<file path="config.mk">
export PLATFORM = sky130hd
export DESIGN_NAME = ffl_front
export DESIGN_NICKNAME = d
export VERILOG_FILES = /design/src/rtl/ffl_pkg.sv /design/src/rtl/ffl_queue.sv /design/src/rtl/ffl_front.sv
export SDC_FILE = /design/constraint.sdc
export NUM_CORES = 1
export LEC_CHECK = 0
export ABC_AREA = 1
export BUFFER_PORTS_ARGS = -buffer_cell sky130_fd_sc_hd__buf_2
export CAP_MARGIN = 20
export CORE_AREA = 2 2 151 153
export CTS_CLUSTER_SIZE = 10
export DETAILED_ROUTE_END_ITERATION = 10
export DIE_AREA = 0 0 153 155
export PLACE_DENSITY_LB_ADDON = 0.1
export SKIP_CTS_REPAIR_TIMING = 1
export SLEW_MARGIN = 20
export SYNTH_ARGS = -nofsm -noshare
export SYNTH_HDL_FRONTEND = slang
export SYNTH_SLANG_ARGS = --single-unit
</file>
<file path="constraint.sdc">
create_clock -name clock -period 11.2 [get_ports clock]
set_input_delay 3.36 -clock clock [delete_from_list [all_inputs] [get_ports clock]]
set_output_delay 3.36 -clock clock [all_outputs]
set_load 0.03 [all_outputs]
</file>
<file path="src/rtl/ffl_pkg.sv">
package ffl_pkg;

   localparam int TABLE_DEPTH_DEFAULT = 1024;
   localparam int QUEUE_DEPTH = 2;
   localparam int COUNT_W = 11;
   localparam int INDEX_W = 10;
   localparam int ADDR_W = 64;

   typedef enum logic [1:0] {
      OP_LOAD,
      OP_LOOKUP,
      OP_DROP
   } op_type;

   typedef enum logic {
      ST_IDLE,
      ST_SEARCH
   } state_type;

   typedef struct packed {
      op_type              op;
      logic [INDEX_W-1:0]  index;
      logic [ADDR_W-1:0]   address;
      logic [ADDR_W-1:0]   fixup;
   } cmd_type;

   typedef struct packed {
      logic [ADDR_W-1:0] address;
      logic [ADDR_W-1:0] fixup;
   } entry_type;

   typedef struct packed {
      logic               found;
      logic [ADDR_W-1:0]  fixup_address;
   } rsp_type;

   typedef struct packed {
      logic empty;
      logic full;
   } queue_status_type;

endpackage

</file>
<file path="src/rtl/ffl_queue.sv">
module ffl_queue #(
   parameter int WIDTH = 8,
   parameter int DEPTH = ffl_pkg::QUEUE_DEPTH
) (
   input  logic                     clock,
   input  logic                     reset,
   input  logic                     wr_en,
   input  logic [WIDTH-1:0]         wr_data,
   input  logic                     rd_en,
   output logic [WIDTH-1:0]         rd_data,
   output ffl_pkg::queue_status_type status
);

   localparam int PTR_W = (DEPTH > 1) ? $clog2(DEPTH) : 1;
   localparam int CNT_W = $clog2(DEPTH + 1);

   logic [WIDTH-1:0] store_ff [DEPTH];
   logic [PTR_W-1:0] wr_ptr_ff, wr_ptr_in;
   logic [PTR_W-1:0] rd_ptr_ff, rd_ptr_in;
   logic [CNT_W-1:0] count_ff, count_in;
   logic             do_wr, do_rd;

   assign status.empty = (count_ff == '0);
   assign status.full  = (count_ff == CNT_W'(DEPTH));
   assign do_wr = wr_en && !status.full;
   assign do_rd = rd_en && !status.empty;
   assign rd_data = store_ff[rd_ptr_ff];

   always_comb begin
      wr_ptr_in = wr_ptr_ff;
      rd_ptr_in = rd_ptr_ff;
      count_in  = count_ff;
      if (do_wr) begin
         wr_ptr_in = (wr_ptr_ff == PTR_W'(DEPTH - 1)) ? '0 : wr_ptr_ff + PTR_W'(1);
      end
      if (do_rd) begin
         rd_ptr_in = (rd_ptr_ff == PTR_W'(DEPTH - 1)) ? '0 : rd_ptr_ff + PTR_W'(1);
      end
      if (do_wr && !do_rd) begin
         count_in = count_ff + CNT_W'(1);
      end else if (do_rd && !do_wr) begin
         count_in = count_ff - CNT_W'(1);
      end
   end

   always_ff @(posedge clock) begin
      if (reset) begin
         wr_ptr_ff <= '0;
         rd_ptr_ff <= '0;
         count_ff  <= '0;
      end else begin
         wr_ptr_ff <= wr_ptr_in;
         rd_ptr_ff <= rd_ptr_in;
         count_ff  <= count_in;
      end
   end

   always_ff @(posedge clock) begin
      if (do_wr) begin
         store_ff[wr_ptr_ff] <= wr_data;
      end
   end

endmodule

</file>
<file path="src/rtl/ffl_front.sv">
module ffl_front #(
   parameter int TABLE_DEPTH = ffl_pkg::TABLE_DEPTH_DEFAULT
) (
   input  logic                          clock,
   input  logic                          reset,
   input  logic                          push,
   output logic                          full,
   input  logic                          req_kind,
   input  logic [ffl_pkg::INDEX_W-1:0]   req_entry_index,
   input  logic [ffl_pkg::ADDR_W-1:0]    req_entry_address,
   input  logic [ffl_pkg::ADDR_W-1:0]    req_entry_fixup,
   input  logic [ffl_pkg::ADDR_W-1:0]    req_query_address,
   input  logic                          cmd_pop,
   output ffl_pkg::queue_status_type     cmd_status,
   output ffl_pkg::cmd_type              cmd
);

   ffl_pkg::cmd_type cmd_new;
   logic [$bits(ffl_pkg::cmd_type)-1:0] cmd_bits;

   // Loads aimed past the end of the table are kept as transactions but do nothing.
   always_comb begin
      cmd_new.index = req_entry_index;
      cmd_new.fixup = req_entry_fixup;
      if (req_kind) begin
         cmd_new.op      = ffl_pkg::OP_LOOKUP;
         cmd_new.address = req_query_address;
      end else begin
         cmd_new.address = req_entry_address;
         if (32'(req_entry_index) < TABLE_DEPTH) begin
            cmd_new.op = ffl_pkg::OP_LOAD;
         end else begin
            cmd_new.op = ffl_pkg::OP_DROP;
         end
      end
   end

   ffl_queue #(
      .WIDTH ($bits(ffl_pkg::cmd_type)),
      .DEPTH (ffl_pkg::QUEUE_DEPTH)
   ) u_cmd_queue (
      .clock   (clock),
      .reset   (reset),
      .wr_en   (push),
      .wr_data (cmd_new),
      .rd_en   (cmd_pop),
      .rd_data (cmd_bits),
      .status  (cmd_status)
   );

   assign full = cmd_status.full;
   assign cmd  = cmd_bits;

endmodule

</file>
# ---- Yosys cells after proc, flatten, opt, wreduce, memory -nomap -nowiden
# Memories as Yosys holds them, arrays and structs flattened. A register that Yosys moved wholly into a read port is not among the register bits.
# Index checks and enable logic that the tools add are counted.
dict set report word_totals {
  reg_bits 4
  ramBits 278
  in_bits 207
  output_inout_bits 143
  elab_cells 29
  n_memories 1
}
dict set report op_classes {
  n_addsub 4
  n_eq_ne 1
  mux 10
  n_reduce_logical 10
}
# memory words width rd rd_ports_with_merged_regs write_ports line
set mem_list {}
lappend mem_list {u_cmd_queue.store_ff 2 139 1 1 1 ffl_queue.sv:17} ;# logic [WIDTH-1:0] store_ff [DEPTH];
# op count
set ops {}
lappend ops {{64-bit 2-to-1 mux} 1}
lappend ops {{1-bit 2-to-1 mux} 7}
lappend ops {{1-bit logical AND} 4}
lappend ops {{1-bit zero test} 4}
lappend ops {{2-bit 2-to-1 mux} 2}
lappend ops {{1-bit adder (second input constant)} 2}
lappend ops {{2-bit by 1-bit adder with 2-bit output (second input constant)} 1}
lappend ops {{2-bit equality test (second input constant)} 1}
lappend ops {{2-bit zero test} 1}
lappend ops {{2-bit nonzero test} 1}
lappend ops {{2-bit by 1-bit subtractor with 2-bit output (second input constant)} 1}

# ---- Depth between registers and ports, before layout
dict set report logic_depth {
  ltp_word 7
  depth_mapped 10
  depth_no_buf 10
}

# ---- By module
# Synthesis repeated with hierarchy kept, for this count alone.
dict set report unflattened {
  hier_cells 681
  area_unflattened_um2 11617.4
}
# module n_inst cells_per_inst area_each_um2 seq_area_each_um2
set modules_own_cells {}
lappend modules_own_cells {ffl_queue 1 473 10761.6 8508.2}
lappend modules_own_cells {ffl_front 1 208 855.8 0.0}

# ---- Worst setup path after synthesis
# No wires, ideal clock.
dict set report synth_path {
  kind {in2reg}
  startpoint {input push}
  endpoint {memory u_cmd_queue.store_ff[0][0] (netlist name) (enable)}
  setup_ps 640
  t_arrival_ps 9288
  required_ps 10560
  path_slack_ps 1272
  cell_stages 2
  path_buffers 0
  path_cell_list {o21ai_0 -> nor2_1}
}
dict set report synth_between {
  elab_chain_cells 3
}
# element line
set synth_lines {}
lappend synth_lines {{start: declaration} ffl_front.sv:6} ;# input logic push,
lappend synth_lines {{1-bit logical AND} ffl_queue.sv:25} ;# assign do_wr = wr_en && !status.full;
lappend synth_lines {{1-bit 2-to-1 mux} ffl_queue.sv:59} ;# if (do_wr) begin
lappend synth_lines {{1-bit 2-to-1 mux (not written as such)} ffl_queue.sv:60} ;# store_ff[wr_ptr_ff] <= wr_data;
lappend synth_lines {{end: declaration} ffl_queue.sv:17}
# Every way passes these cells.

==> results.md <==
* Min-delay src: u_cmd_queue.wr_ptr_ff$_SDFFE_PP0P_
* Via/cell ratio at 5.11
* Critical Path Max Stage Delay at between 900 and 1000 ps
* Sequential element share of the synthesized area at 76.1%
* Hold path depth at 2
* Worst VDD drop at 0.000114 V
* Post-route minimum period at approximately 6400 ps
* Startpoint Class: flip-flop
* Final nets at around 1,100
* Final Hold Fails at 0
* Most frequent cell after synthesis: edfxtp_1
* Total power at 3.24 mW
* Fin Clk Skew at 7.99 ps
* RSZ-0062 raised after global routing: no
* Filler Cells Inserted at 1,671
* Kind of critical path: reg -> out
* Initial DRC count at between 200 and 250
* H-Tree Depth at 2
* FF-to-FF Start: u_cmd_queue.count_ff[0]$_SDFFE_PP0P_
* Starting Density at between 40% and 50%
* Area contributors post-synth: edfxtp_1, mux2_2, buf_6, dfxtp_1, buf_4
* Antenna viol nets, final at 0
* WP data required at 7840 ps
* Post-DP HPWL at 16,100 µm
* DR pass1 iterations at 4
* Dpl ws at 5290 ps
* Initial antenna violation count at 2
* Die width at 153 µm
* Placed insts at roughly 1,200
* Slowest-stage cell, CP: dfxtp_4
* Clock transition at path regs at around 50 ps
* Post-Syn Area at 11,100 µm²
* CTS Buf Count at 34
* Root Buffer: clkbuf_16
* Wire per inst at 19.6 µm
* DIE AREA at 23,700 µm²
* WP data arrival at between 3000 and 4000 ps
* Post-Syn Nets at approximately 750
* Via count at 6,150
* CTS tree: yes
* Commonest cells post-synth: edfxtp_1, mux2_2, buf_6
* Pwr/cell area at between 200 and 250 nW/µm²
* Status: completed
* DRC viols at 0
* Async SR Flop Fraction at 0%
* Yosys top cell area share at 75.2%
* Final Non-Filler Cells at 1,204
* Ys flop type: edfxtp_1
* P&R area growth vs syn at 26.2%
* Tightest Pin Transition at 1020 ps
* Share of layout cells above drive strength 1 at roughly two thirds
* Crit path capture type: primary output
* Worst min-delay path endpoint: u_cmd_queue.wr_ptr_ff$_SDFFE_PP0P_
* PnR worst setup slack at 4810 ps
* Final Max Slew Viols at 0
* Mapped Avg Cell Area at around 20 µm²
* Syn. warnings at 0
* Core Region at ~22,000 µm²
* Max clock buf depth at 3
* #FFs+latches synth at 283
* I/O Buffers at around 350
* WL final at 23,500 µm
* Final core occ at 63.0%
* Worst reg-to-reg path cell count at 3
* Die extent in y at approximately 160 µm
* Max cap viols at 0
* Netlist cell types at 16
* Fmax at 156 MHz
* Mapped Cells at roughly 540
* Placer Congestion at 0.796
* Setup slack, reg-to-reg at 9070 ps
* Crit-path cells: buf_4 -> mux2_2 -> buf_2
* Crit Path Max Fanout at 73
* Total Neg Setup Slack at 0 ps
* Clk sinks at 283
* Synth area leader: edfxtp_1
* IO Pins at 350
* Post-synth EDFFs at around 280
* Grt total ovfl at 0
* Number of global-route vias before repair at 6,453
* Largest net degree at the start of global routing at 74
* Type of the tightest min-delay check: reg -> reg
* Final setup fails at 0
* First-pass GRT wire length at between 30,000 and 40,000 µm
* Final Cycle Share at 57.1%
* R2r endpoint: u_cmd_queue.store_ff[0][31]$_DFFE_PP_
* Leakage at 5.35 nW
* Row count at between 50 and 60
* Max_slew headroom at 32.1%
* Clock latency on the worst-skew pair at about 500 ps
* GRT Total Usage at about a fifth
==> layout make-up <==
| cell class | count | area, µm² | share of cell area, % |
|---|---|---|---|
| Antenna cell | 2 | 5.00 | 0.0357 |
| Clock inverter | 2 | 8.76 | 0.0626 |
| Timing Repair Buffer | 354 | 1790 | 12.8 |
| Tap cell | 285 | 357 | 2.55 |
| Clock buffer | 42 | 945 | 6.75 |
| Multi-Input combinational cell | 227 | 2410 | 17.2 |
| Inverter | 9 | 33.8 | 0.241 |
| Sequential cell | 283 | 8450 | 60.4 |
==> routing by layer <==
metal / part of all wire, % / track usage, % / up-vias
met2: 51 / 33.4 / 277
li1: - / - / 2856
met4: 2.7 / 6.57 / 0
met3: 8.0 / 5.88 / 38
met1: 38 / 22.6 / 2979
met5: 0 / 0 / -
==> state kept, by name, summed over array words and instances, names as in the netlist, named ones only <==
register,flops
u_cmd_queue.store_ff,278
u_cmd_queue.count_ff,2
u_cmd_queue.rd_ptr_ff,1
u_cmd_queue.wr_ptr_ff,1
==> worst max-delay path by stage <==
stage	to	depth (start not counted)	slack [ps]
after floorplan	u_cmd_queue.store_ff[0][0]$_DFFE_PP_	2	1270
after global placement	cmd[70]	3	5330
after detailed placement	cmd[59]	3	5290
after CTS	cmd[59]	3	4760
after global routing	cmd[121]	3	4620
final	cmd[131]	3	4810
==> power breakdown <==
part / leakage [nW] / switching, mW / internal [mW] / total, mW
combinational: 2.25 / 0.579 / 0.301 / 0.880
clock: 0.467 / 0.366 / 0.584 / 0.950
sequential: 2.63 / 0.0621 / 1.35 / 1.41
==> worst max-delay path, delay by kind of cell (launching register included) <==
| kind | cells | cell delay (ps) |
|---|---|---|
| muxes | 1 | 430 |
| buffers and inverters | 2 | 1020 |
| DFF | 1 | 970 |
==> placed cells by master, fill, tap and decap left out, drive strengths merged <==
cell / instances
a21oi: 1
and2: 1
buf: 354
clkbuf: 42
clkinv: 2
conb: 1
dfxtp: 5
diode: 2
edfxtp: 278
ha: 1
inv: 9
mux2: 203
nand2: 4
nand3: 1
nand4: 1
nor2: 9
o21ai: 5
==> kinds of logic (layout without fill, tap and decap cells) <==
kind of cell	count (synthesis)	after routing	synth area share, %
other	1	3	0.0338
buffers and inverters	33	407	2.23
AOI/OAI and AO/OA	6	6	0.271
adders and majority gates	1	1	0.113
and+or+nand+nor	16	16	0.598
DFF	283	283	76.1
muxes	203	203	20.6
==> per-stage QoR <==
stage,hold slack [ps],cell area [µm²]
6_report,563,14000
2_1_floorplan,476,11100
5_1_grt,611,14000
4_1_cts,561,14000
3_5_place_dp,554,13000
3_3_place_gp,524,13000
(Power assumes the default switching activity.)
