`src/rtl/ffl_pkg.sv`:
```
package ffl_pkg;

   localparam int TABLE_DEPTH_DEFAULT = 1024;
   localparam int QUEUE_DEPTH = 2;
   localparam int COUNT_W = 11;
   localparam int INDEX_W = 10;
   localparam int ADDR_W = 64;

   typedef enum logic [1:0] {
      OP_LOAD,
      OP_LOOKUP,
      OP_DROP
   } op_type;

   typedef enum logic {
      ST_IDLE,
      ST_SEARCH
   } state_type;

   typedef struct packed {
      op_type              op;
      logic [INDEX_W-1:0]  index;
      logic [ADDR_W-1:0]   address;
      logic [ADDR_W-1:0]   fixup;
   } cmd_type;

   typedef struct packed {
      logic [ADDR_W-1:0] address;
      logic [ADDR_W-1:0] fixup;
   } entry_type;

   typedef struct packed {
      logic               found;
      logic [ADDR_W-1:0]  fixup_address;
   } rsp_type;

   typedef struct packed {
      logic empty;
      logic full;
   } queue_status_type;

endpackage

```
`src/rtl/ffl_queue.sv`:
```
module ffl_queue #(
   parameter int WIDTH = 8,
   parameter int DEPTH = ffl_pkg::QUEUE_DEPTH
) (
   input  logic                     clock,
   input  logic                     reset,
   input  logic                     wr_en,
   input  logic [WIDTH-1:0]         wr_data,
   input  logic                     rd_en,
   output logic [WIDTH-1:0]         rd_data,
   output ffl_pkg::queue_status_type status
);

   localparam int PTR_W = (DEPTH > 1) ? $clog2(DEPTH) : 1;
   localparam int CNT_W = $clog2(DEPTH + 1);

   logic [WIDTH-1:0] store_ff [DEPTH];
   logic [PTR_W-1:0] wr_ptr_ff, wr_ptr_in;
   logic [PTR_W-1:0] rd_ptr_ff, rd_ptr_in;
   logic [CNT_W-1:0] count_ff, count_in;
   logic             do_wr, do_rd;

   assign status.empty = (count_ff == '0);
   assign status.full  = (count_ff == CNT_W'(DEPTH));
   assign do_wr = wr_en && !status.full;
   assign do_rd = rd_en && !status.empty;
   assign rd_data = store_ff[rd_ptr_ff];

   always_comb begin
      wr_ptr_in = wr_ptr_ff;
      rd_ptr_in = rd_ptr_ff;
      count_in  = count_ff;
      if (do_wr) begin
         wr_ptr_in = (wr_ptr_ff == PTR_W'(DEPTH - 1)) ? '0 : wr_ptr_ff + PTR_W'(1);
      end
      if (do_rd) begin
         rd_ptr_in = (rd_ptr_ff == PTR_W'(DEPTH - 1)) ? '0 : rd_ptr_ff + PTR_W'(1);
      end
      if (do_wr && !do_rd) begin
         count_in = count_ff + CNT_W'(1);
      end else if (do_rd && !do_wr) begin
         count_in = count_ff - CNT_W'(1);
      end
   end

   always_ff @(posedge clock) begin
      if (reset) begin
         wr_ptr_ff <= '0;
         rd_ptr_ff <= '0;
         count_ff  <= '0;
      end else begin
         wr_ptr_ff <= wr_ptr_in;
         rd_ptr_ff <= rd_ptr_in;
         count_ff  <= count_in;
      end
   end

   always_ff @(posedge clock) begin
      if (do_wr) begin
         store_ff[wr_ptr_ff] <= wr_data;
      end
   end

endmodule

```
`config.mk`:
```
export PLATFORM = sky130hd
export DESIGN_NAME = ffl_queue
export DESIGN_NICKNAME = d
export VERILOG_FILES = /design/src/rtl/ffl_pkg.sv /design/src/rtl/ffl_queue.sv
export SDC_FILE = /design/constraint.sdc
export NUM_CORES = 1
export LEC_CHECK = 0
export BUFFER_PORTS_ARGS = -buffer_cell sky130_fd_sc_hd__buf_2
export CORE_MARGIN = 3
export CORE_UTILIZATION = 45
export CTS_BUF_LIST = sky130_fd_sc_hd__clkbuf_8
export CTS_CLUSTER_DIAMETER = 50
export DETAILED_ROUTE_END_ITERATION = 10
export PLACE_DENSITY = 0.7
export SLEW_MARGIN = 10
export SYNTH_ARGS = -nofsm -noshare
export SYNTH_HDL_FRONTEND = slang
export SYNTH_SLANG_ARGS = --single-unit
export TNS_END_PERCENT = 30
```
`constraint.sdc`:
```
create_clock -name clock -period 3.8 [get_ports clock]
set_clock_uncertainty 0.15 [all_clocks]
set_input_delay 0.76 -clock clock [delete_from_list [all_inputs] [get_ports clock]]
set_output_delay 0.76 -clock clock [all_outputs]
set_load 0.03 [all_outputs]
```
---- Yosys cells after proc, flatten, opt, wreduce, memory -nomap -nowiden ----
Memory sizes are Yosys's and may differ from the RTL's. A register that Yosys moved wholly into a read port is not among the register bits.
Index checks and enable logic that the tools add are counted.
word-level totals
  register bits after elaboration ......... 4
  memory bits (writable) .................. 16
  input bits .............................. 12
  output and inout port bits .............. 10
  word-level logic and storage cells ...... 27
  memories ................................ 1
cells by class
  add/subtract/negate cells ............... 4
  eq/ne operators ......................... 1
  mux-type cells .......................... 8
  reductions and logical operators ........ 10
memories
  name      words  bits a word  rd ports  clocked after Yosys merged registers in  write ports  line             text
  store_ff  2      8            1         1                                        1            ffl_queue.sv:17  logic [WIDTH-1:0] store_ff [DEPTH];
operator list
  cell                 count
  $mux 1               6
  $logic_and 1x1->1    4
  $logic_not 1->1      4
  $mux 2               2
  $add 1x1->1 const B  2
  $add 2x1->2 const B  1
  $eq 2x2->1 const B   1
  $logic_not 2->1      1
  $reduce_bool 2->1    1
  $sub 2x1->2 const B  1

---- Longest topological paths before layout ----
Gate-level depths: netlist (run 1).
  depth after elaboration ................. 7
  gate-level depth with buffers ........... 6

---- Worst setup path before layout (run 1) ----
No wires, ideal clock.
  path kind ............................... input port to flip-flop
  from .................................... input port wr_en
  to ...................................... register count_ff[1]
  setup time .............................. 0.070 ns
  data arrival time ....................... 1.679 ns
  setup slack ............................. 1.901 ns
  stages .................................. 5
  buffers on the path ..................... 0
  path through ............................ inv_1 -> nor2_1 -> ha_1 -> or3_1 -> a21oi_1
on the way
  word-level cells in the longest chain between the ends .. 4
RTL lines
  what                                line             text
  from (decl)                         ffl_queue.sv:7   input logic wr_en,
  $logic_and 1x1->1 *                 ffl_queue.sv:25  assign do_wr = wr_en && !status.full;
  net do_wr                           ffl_queue.sv:21  logic do_wr, do_rd;
  $logic_not 1->1                     ffl_queue.sv:41  end else if (do_rd && !do_wr) begin
  $logic_and 1x1->1                   ffl_queue.sv:41
  $reduce_bool 2->1 (no source line)  n/a
  to (signal assigned)                ffl_queue.sv:54  count_ff <= count_in;
  to (decl)                           ffl_queue.sv:20  logic [CNT_W-1:0] count_ff, count_in;
The timed path passes the listed nets; every way through them passes the cells marked *.
A chain may end at the register's enable or synchronous reset.

==> results of run 1 <==
per-stage QoR:
stage          total power, W  area (sq um)  utilization  worst slack [ps]  std cells
2_1_floorplan       0.0005088         793.3            -              1901         50
3_3_place_gp        0.0005651         913.4       0.5794              1781         86
3_5_place_dp        0.0005705         913.4       0.5794              1754         86
4_1_cts             0.0007152         962.2       0.6103              1503         90
5_1_grt             0.0007504         962.2       0.6103              1456         90
6_report            0.0007057         962.2       0.6103              1534         90
cells in the mapped netlist, drive strengths merged:
cell type | number | area, sq um
and2 | 1 | 6.260
ha | 1 | 12.51
or3 | 2 | 12.51
inv | 2 | 7.510
dfxtp | 5 | 100.1
a21oi | 2 | 10.01
nor2 | 5 | 18.77
nor2b | 1 | 8.760
edfxtp | 16 | 480.5
mux2 | 8 | 90.09
xor2 | 3 | 26.28
o21ai | 3 | 15.01
buf | 1 | 5.000
flip-flops by register name, indices dropped and copies added, names as in the netlist, named ones only:
name,count
rd_ptr_ff,1
count_ff,2
wr_ptr_ff,1
store_ff,16
critical path, stage by stage (launching register included):
cell and delay [ps]:
dfxtp_1 540, mux2_2 380, buf_2 180
worst max path at each step:
| stage | start | to | slack, ps | cells after the start |
|---|---|---|---|---|
| 6_report | flop | rd_data[4] | 1530 | 2 |
| 5_1_grt | flop | rd_data[4] | 1460 | 2 |
| 4_1_cts | flop | rd_data[0] | 1500 | 2 |
| 3_5_place_dp | wr_en | count_ff[1]$_SDFFE_PP0P_ | 1750 | 6 |
| 3_3_place_gp | wr_en | count_ff[1]$_SDFFE_PP0P_ | 1780 | 6 |
| 2_1_floorplan | wr_en | count_ff[1]$_SDFFE_PP0P_ | 1900 | 5 |
per-layer routing:
metal | GRT usage | vias up
li1 | - | 228
met1 | 0.1415 | 216
met2 | 0.2032 | 15
met3 | 0.05263 | 2
met4 | 0.04839 | 0
met5 | 0 | -
report_power, final:
part           total [W]  internal (W)  leakage [nW]  switching, W
registers       0.000324      0.000293         0.191     0.0000309
clock network   0.000144     0.0000738        0.0217     0.0000697
logic           0.000238     0.0000903         0.172      0.000148
layout make-up:
| class | count | area, sq um |
|---|---|---|
| repair buffers | 21 | 105.1 |
| well taps | 16 | 20.02 |
| flip-flops and latches | 21 | 580.6 |
| multi-input cells | 26 | 200.2 |
| fillers | 130 | 614.3 |
| inverters | 2 | 7.507 |
| clock inverters | 1 | 7.507 |
| clock buffers | 3 | 41.29 |
cell families after synthesis:
group                      after synthesis
AOI/OAI and AO/OA                        5
xor gates and xnor gates                 3
adders and majority gates                1
buffers and inverters                    3
DFF                                     21
muxes                                    8
and+or+nand+nor                          9
==> impl_metrics.ini, run 1 <==
[drt]
routed.top_layer = met4
drc_errors = 0
drtPass1Iterations = 4
via_per_inst = 5.122
drt_iter0_markers = 7
wl_met1_um = 493
ant_nets = 0
route.met2.wl_um = 593
wl_met3_um = 78
wl_per_cell_um = 12.99
via_count = 461
postRouteWirelength_mm = 1.169

[final_layout]
final_cell_mix = buf_2 (21), edfxtp_1 (16), mux2_2 (8)
layout_commonest_cell = buf_2
n_antenna_cell = 0
area_growth_pct = 21.29
nets = 88
drive_above_1_share = 0.4595

[yosys]
netlist_area_sq_um = 793.3
syn_nets = 63
synth_top_family_by_area = multiplexers
yosysSeqAreaShare = 0.7319
synth_compound_area_frac = 0.03155
synth_area_per_cell_sq_um = 15.87
syn_inst = 50
yosys.area_share.simple = 0.05836
synthMuxAreaShare = 0.1136
synthAdderAreaFrac = 0.01577
yosysWarnings = 0
ys_ff_latch = 21
synth-xor-area-share = 0.03312
ys_types = 13

[timing]
fin_tns_setup_ps = 0
max_freq_ghz = 0.4413
worstMarginPinSlew_ps = 370.5
hold_ws_ps = 337.7
setup_viol = 0
period_share = 0.5963
max_slew_margin = 0.7530
rsz0062_at_grt = no
final_hold_viol_count = 0
drv_slew = 0
period_minus_slack_ps = 2266

[global_route]
grt_pass1_wl_mm = 1.876
track_usage = 0.1234
grt_max_degree = 14
overflow = 0
grt_pass1_vias = 466
antenna_found_initial = 0

[worst_setup_path]
start_kind = flop
crit_type = flop to output port
endpoint_kind = output port
rrSetupSlack_ps = 2080
path_max_fanout = 8
rr_worst_depth = 4
reg2reg_from = count_ff[0]$_SDFFE_PP0P_
worstPathRequired_ps = 2890
cp.arrival_ps = 1360
r2r-end = count_ff[1]$_SDFFE_PP0P_

[die]
initial_utilization = 0.5032
die_area_sq_mm = 0.002303
die_h_um = 47.99
fp.dieW_um = 47.99
ios = 22
core-area_sq_mm = 0.001577
rows = 14

[power_and_ir_drop]
irDropWorstVdd_v = 0.0005573
leakage_nw = 0.3848
cellPowerDensity_mw_per_mm2 = 733.4

[cts]
htree_levels = 1
cts_tree = built
cts_buffers = 3
clockBufferDepth = 2
post_cts_buffers = 0
cts_hold_buf = 0
clock_sinks = 21
cts_root_buffer = clkbuf_8
clkTransAtPathRegs_ps = 80
clk_latency_ps = 250
cts_resized = 0

[placement]
port_buffers = 21
routabilityCongestion = 0.6870
dp_hpwl_um = 872.6

[worst_hold_path]
hp-start = wr_ptr_ff$_SDFFE_PP0P_
worstHoldPathCells = 2
min_to = wr_ptr_ff$_SDFFE_PP0P_
hold_class = flop to flop

[status]
status = completed

[job]
drv_cap = 0
Note: power is estimated with default switching activity, not from simulation.
==> inputs of run 2 (changes only) <==
--- a/config.mk
+++ b/config.mk
@@ -11,7 +11,7 @@
 export CTS_BUF_LIST = sky130_fd_sc_hd__clkbuf_8
 export CTS_CLUSTER_DIAMETER = 50
 export DETAILED_ROUTE_END_ITERATION = 10
-export PLACE_DENSITY = 0.7
+export PLACE_DENSITY = 0.73
 export SLEW_MARGIN = 10
 export SYNTH_ARGS = -nofsm -noshare
 export SYNTH_HDL_FRONTEND = slang
==> constraint.sdc (replaced) <==
create_clock -name clock -period 2 [get_ports clock]
set_clock_uncertainty 0.15 [all_clocks]
set_input_delay 0.4 -clock clock [delete_from_list [all_inputs] [get_ports clock]]
set_output_delay 0.4 -clock clock [all_outputs]
set_load 0.03 [all_outputs]
==> run 2 against run 1 <==
Hold slack lost 150 ps; routed wire length shrank 2.7%; sequential power grew 90%; global-route usage shrank 0.57 points; die area is the same; highest routed layer unchanged; largest cell class unchanged; largest power group unchanged; via count shrank 0.87%.
==> impl_metrics.ini, run 2 (synthesis results as in run 1) <==
[status]
status = completed

[worst_setup_path]
worst-path-buf-inv = 1
start_kind = flop
cp_slowest_cell = dfxtp_1
max_stage_delay_ps = 540
rrSetupSlack_ps = 300
worstPathRequired_ps = 1450
cp_top_family = flip-flops
crit_chain = mux2_2 -> buf_2
crit_type = flop to output port
cp.arrival_ps = 1350
path_max_fanout = 8
endpoint_kind = output port

[global_route]
grt_max_degree = 12
track_usage = 0.1177
grt_pass1_wl_mm = 1.759
overflow = 0
antenna_found_initial = 0
grt_pass1_vias = 443

[cts]
cts_tree = built
htree_levels = 1
cts_hold_buf = 0
clock_sinks = 21
clk_latency_ps = 250
clkTransAtPathRegs_ps = 70
post_cts_buffers = 0
cts_resized = 0
clockBufferDepth = 2
cts_root_buffer = clkbuf_8
cts_buffers = 3

[power_and_ir_drop]
cellPowerDensity_mw_per_mm2 = 1381
internal_power_w = 0.0008654
power_frac_comb = 0.342
netSwitchingPower_w = 0.0004578
clockPowerShare = 0.194
irDropWorstVdd_v = 0.0006547
pwr-share-seq = 0.465
leakage_nw = 0.3900
swShare = 0.3460

[drt]
drtPass1Iterations = 3
routed.top_layer = met4
drc_errors = 0
wl_per_cell_um = 12.64
via_count = 457
ant_nets = 0
via_per_inst = 5.078
postRouteWirelength_mm = 1.138
wl_met1_um = 452
wl_met3_um = 74
route.met2.wl_um = 598
drt_iter0_markers = 7

[die]
die_area_sq_mm = 0.002303
fp.dieW_um = 47.99
initial_utilization = 0.5032
rows = 14
ios = 22
core-area_sq_mm = 0.001577
die_h_um = 47.99

[timing]
rsz0062_at_grt = no
period_minus_slack_ps = 1900
setup_viol = 0
max_slew_margin = 0.7451
max_freq_ghz = 0.5264
drv_slew = 0
worstMarginPinSlew_ps = 382.3
final_hold_viol_count = 0
fin_tns_setup_ps = 0
period_share = 0.9498

[placement]
port_buffers = 21
dp_hpwl_um = 829
routabilityCongestion = 0.7287
placed_cells = 86

[final_layout]
drive_above_1_share = 0.4459
largestRegisters = store_ff (16), count_ff (2)
nFillCells = 130
largest_register_ffs = 16
layout_commonest_cell = buf_2
n_antenna_cell = 0
regMostFlops = store_ff
nets = 88
final_cell_count_no_fill = 90
final_cell_mix = buf_2 (21), edfxtp_1 (16), mux2_2 (8)
area_growth_pct = 20.82

[worst_hold_path]
hold_class = primary input to flop

[job]
drv_cap = 0
## run 2: final timing paths
kind,startpoint,to,depth (start not counted)
hold reg to reg,wr_ptr_ff$_SDFFE_PP0P_,wr_ptr_ff$_SDFFE_PP0P_,2
setup / recovery,flop,rd_data[3],2
setup reg to reg,count_ff[1]$_SDFFE_PP0P_,count_ff[1]$_SDFFE_PP0P_,5
hold / removal,wr_data[7],store_ff[1][7]$_DFFE_PP_,1
## run 2: layer usage
metal | GRT usage | vias up
met5 | 0 | -
met4 | 0.08065 | 0
met3 | 0.04511 | 2
met2 | 0.2058 | 10
met1 | 0.1119 | 219
li1 | - | 226
## run 2: final cells by class
| cell class | instances | area, sq um | area share |
|---|---|---|---|
| repair buffers | 21 | 105.1 | 0.1097 |
| clock inverters | 1 | 3.754 | 0.003916 |
| multi-input cells | 26 | 200.2 | 0.2089 |
| well taps | 16 | 20.02 | 0.02089 |
| clock buffers | 3 | 41.29 | 0.04308 |
| flip-flops and latches | 21 | 580.6 | 0.6057 |
| inverters | 2 | 7.507 | 0.007833 |
## run 2: stage by stage
stage | setup WS (ps) | area [sq um] | total power, W | utilization | hold slack, ps
3_3_place_gp | 337.8 | 913.4 | 0.001071 | 0.5794 | 318.1
4_1_cts | 65.15 | 958.4 | 0.001340 | 0.6079 | 178.4
2_1_floorplan | 158.2 | 793.3 | 0.0009667 | - | 301.6
3_5_place_dp | 328.8 | 913.4 | 0.001080 | 0.5794 | 333.1
6_report | 100.4 | 958.4 | 0.001323 | 0.6079 | 183.8
5_1_grt | 35.04 | 958.4 | 0.001406 | 0.6079 | 177.0
## run 2: power by group through the flow
| stage | Clock (W) | Sequential, W | Combinational, W |
|---|---|---|---|
| 2_1_floorplan | 0 | 0.000594 | 0.000373 |
| 3_3_place_gp | 0 | 0.000621 | 0.000450 |
| 3_5_place_dp | 0 | 0.000624 | 0.000455 |
| 4_1_cts | 0.000265 | 0.000617 | 0.000459 |
| 5_1_grt | 0.000279 | 0.000626 | 0.000501 |
| 6_report | 0.000256 | 0.000615 | 0.000452 |
==> inputs of run 3 (changes only) <==
==> constraint.sdc (replaced) <==
create_clock -name clock -period 1.6 [get_ports clock]
set_clock_uncertainty 0.15 [all_clocks]
set_input_delay 0.32 -clock clock [delete_from_list [all_inputs] [get_ports clock]]
set_output_delay 0.32 -clock clock [all_outputs]
set_load 0.03 [all_outputs]
==> run 3 against run 2 <==
The flow now finishes with violations (negative setup slack); critical path depth up 1; critical path type unchanged; sequential cell count unchanged; clock-buffer cell count unchanged; largest cell class unchanged; largest power group is now combinational logic.
==> impl_metrics.ini, run 3 (synthesis results as in run 1) <==
[worst_setup_path]
crit_type = flop to output port
cp.arrival_ps = 1160
endpoint_kind = output port
path_max_fanout = 4
worstPathRequired_ps = 1130
start_kind = flop

[die]
rows = 14
core-area_sq_mm = 0.001577
initial_utilization = 0.5032
die_h_um = 47.99
ios = 22
fp.dieW_um = 47.99
die_area_sq_mm = 0.002303

[final_layout]
drive_above_1_share = 0.5625
final_cell_mix = edfxtp_1 (16), buf_2 (13), buf_6 (10)
regMostFlops = store_ff
largestRegisters = store_ff (16), count_ff (2)
fin_util = 0.7032
largest_register_ffs = 16
area_growth_pct = 39.75
layout_commonest_cell = edfxtp_1
n_antenna_cell = 0
nets = 94

[timing]
max_slew_margin = 0.8319
worst_slack_ps = -33.76
rsz0062_at_grt = yes
period_minus_slack_ps = 1634
fin_tns_setup_ps = -221.0
worstMarginPinSlew_ps = 249.5
setup_viol = 8
max_freq_ghz = 0.6121
drv_slew = 0
final_hold_viol_count = 0
period_share = 1.021

[drt]
via_count = 477
postRouteWirelength_mm = 1.308
wl_per_cell_um = 13.63
drt_iter0_markers = 6
drtPass1Iterations = 4
drc_errors = 0
ant_nets = 0
via_per_inst = 4.969

[job]
drv_cap = 0

[cts]
cts_tree = built
clock_sinks = 21
cts_resized = 27
post_cts_buffers = 0
clkTransAtPathRegs_ps = 70
cts_root_buffer = clkbuf_8
cts_buffers = 3
clockBufferDepth = 2
cts_hold_buf = 0
htree_levels = 1
clk_latency_ps = 250

[global_route]
grt_pass1_wl_mm = 2.028
grt_pass1_vias = 483
grt_max_degree = 13
overflow = 0
antenna_found_initial = 0
track_usage = 0.1381

[status]
violations = negative setup slack
status = finished with violations

[power_and_ir_drop]
leakage_nw = 0.4620
cellPowerDensity_mw_per_mm2 = 1748
irDropWorstVdd_v = 0.001076

[worst_hold_path]
hold_class = primary input to flop

[placement]
dp_hpwl_um = 912.8
routabilityCongestion = 0.6957
port_buffers = 21
-- run 3: cell count changes in the layout (fill, tap and decap cells not counted), sizes merged --
| cell | change |
|---|---|
| inv | -2 |
| clkinvlp | +1 |
| buf | +6 |
| clkinv | +1 |
-- run 3: layout make-up --
| type | count | area (sq um) |
|---|---|---|
| flip-flops and latches | 21 | 584.3 |
| fillers | 111 | 467.9 |
| multi-input cells | 26 | 239.0 |
| repair buffers | 27 | 207.7 |
| clock buffers | 3 | 41.29 |
| well taps | 16 | 20.02 |
| inverters | 2 | 11.26 |
| clock inverters | 1 | 5.005 |
-- run 3: power breakdown --
part	internal [W]	total, W	switching, W
Clock	0.000173	0.000331	0.000159
Sequential	0.000704	0.000763	0.0000588
Combinational	0.000413	0.000844	0.000430
Total	0.00129	0.00194	0.000648
-- run 3: layer usage --
metal,GRT usage,part of all wire,vias to the layer above
li1,-,-,242
met1,0.1412,0.41,222
met2,0.2401,0.54,11
met3,0.03759,0.044,2
met4,0.09677,0.0092,0
met5,0,0,-
-- run 3: per-stage QoR --
step	worst slack [ps]	hold slack [ps]	std cells	cell area, sq um	power, W
2_1_floorplan	-50.33	231.7	50	800.8	0.001226
3_3_place_gp	50.83	319.5	92	965.9	0.001422
3_5_place_dp	19.84	343.4	92	965.9	0.001440
4_1_cts	-52.85	92.64	96	1101	0.001936
5_1_grt	-83.18	84.69	96	1109	0.002060
6_report	-33.76	98.35	96	1109	0.001938
-- run 3: path summary, 6_finish.rpt --
kind / endpoint / slack [ps] / depth (start not counted) / start
hold / removal: store_ff[1][5]$_DFFE_PP_ / 100 / 1 / wr_data[5]
setup / recovery: rd_data[6] / -30 / 3 / flop
setup reg to reg: count_ff[1]$_SDFFE_PP0P_ / 10 / 6 / count_ff[1]$_SDFFE_PP0P_
hold reg to reg: flop / 360 / 2 / rd_ptr_ff$_SDFFE_PP0P_
-- run 3: critical path: stages, from the launching register on --
cell and delay (ps):
dfxtp_2 350, buf_6 120, mux2_4 300, buf_6 140
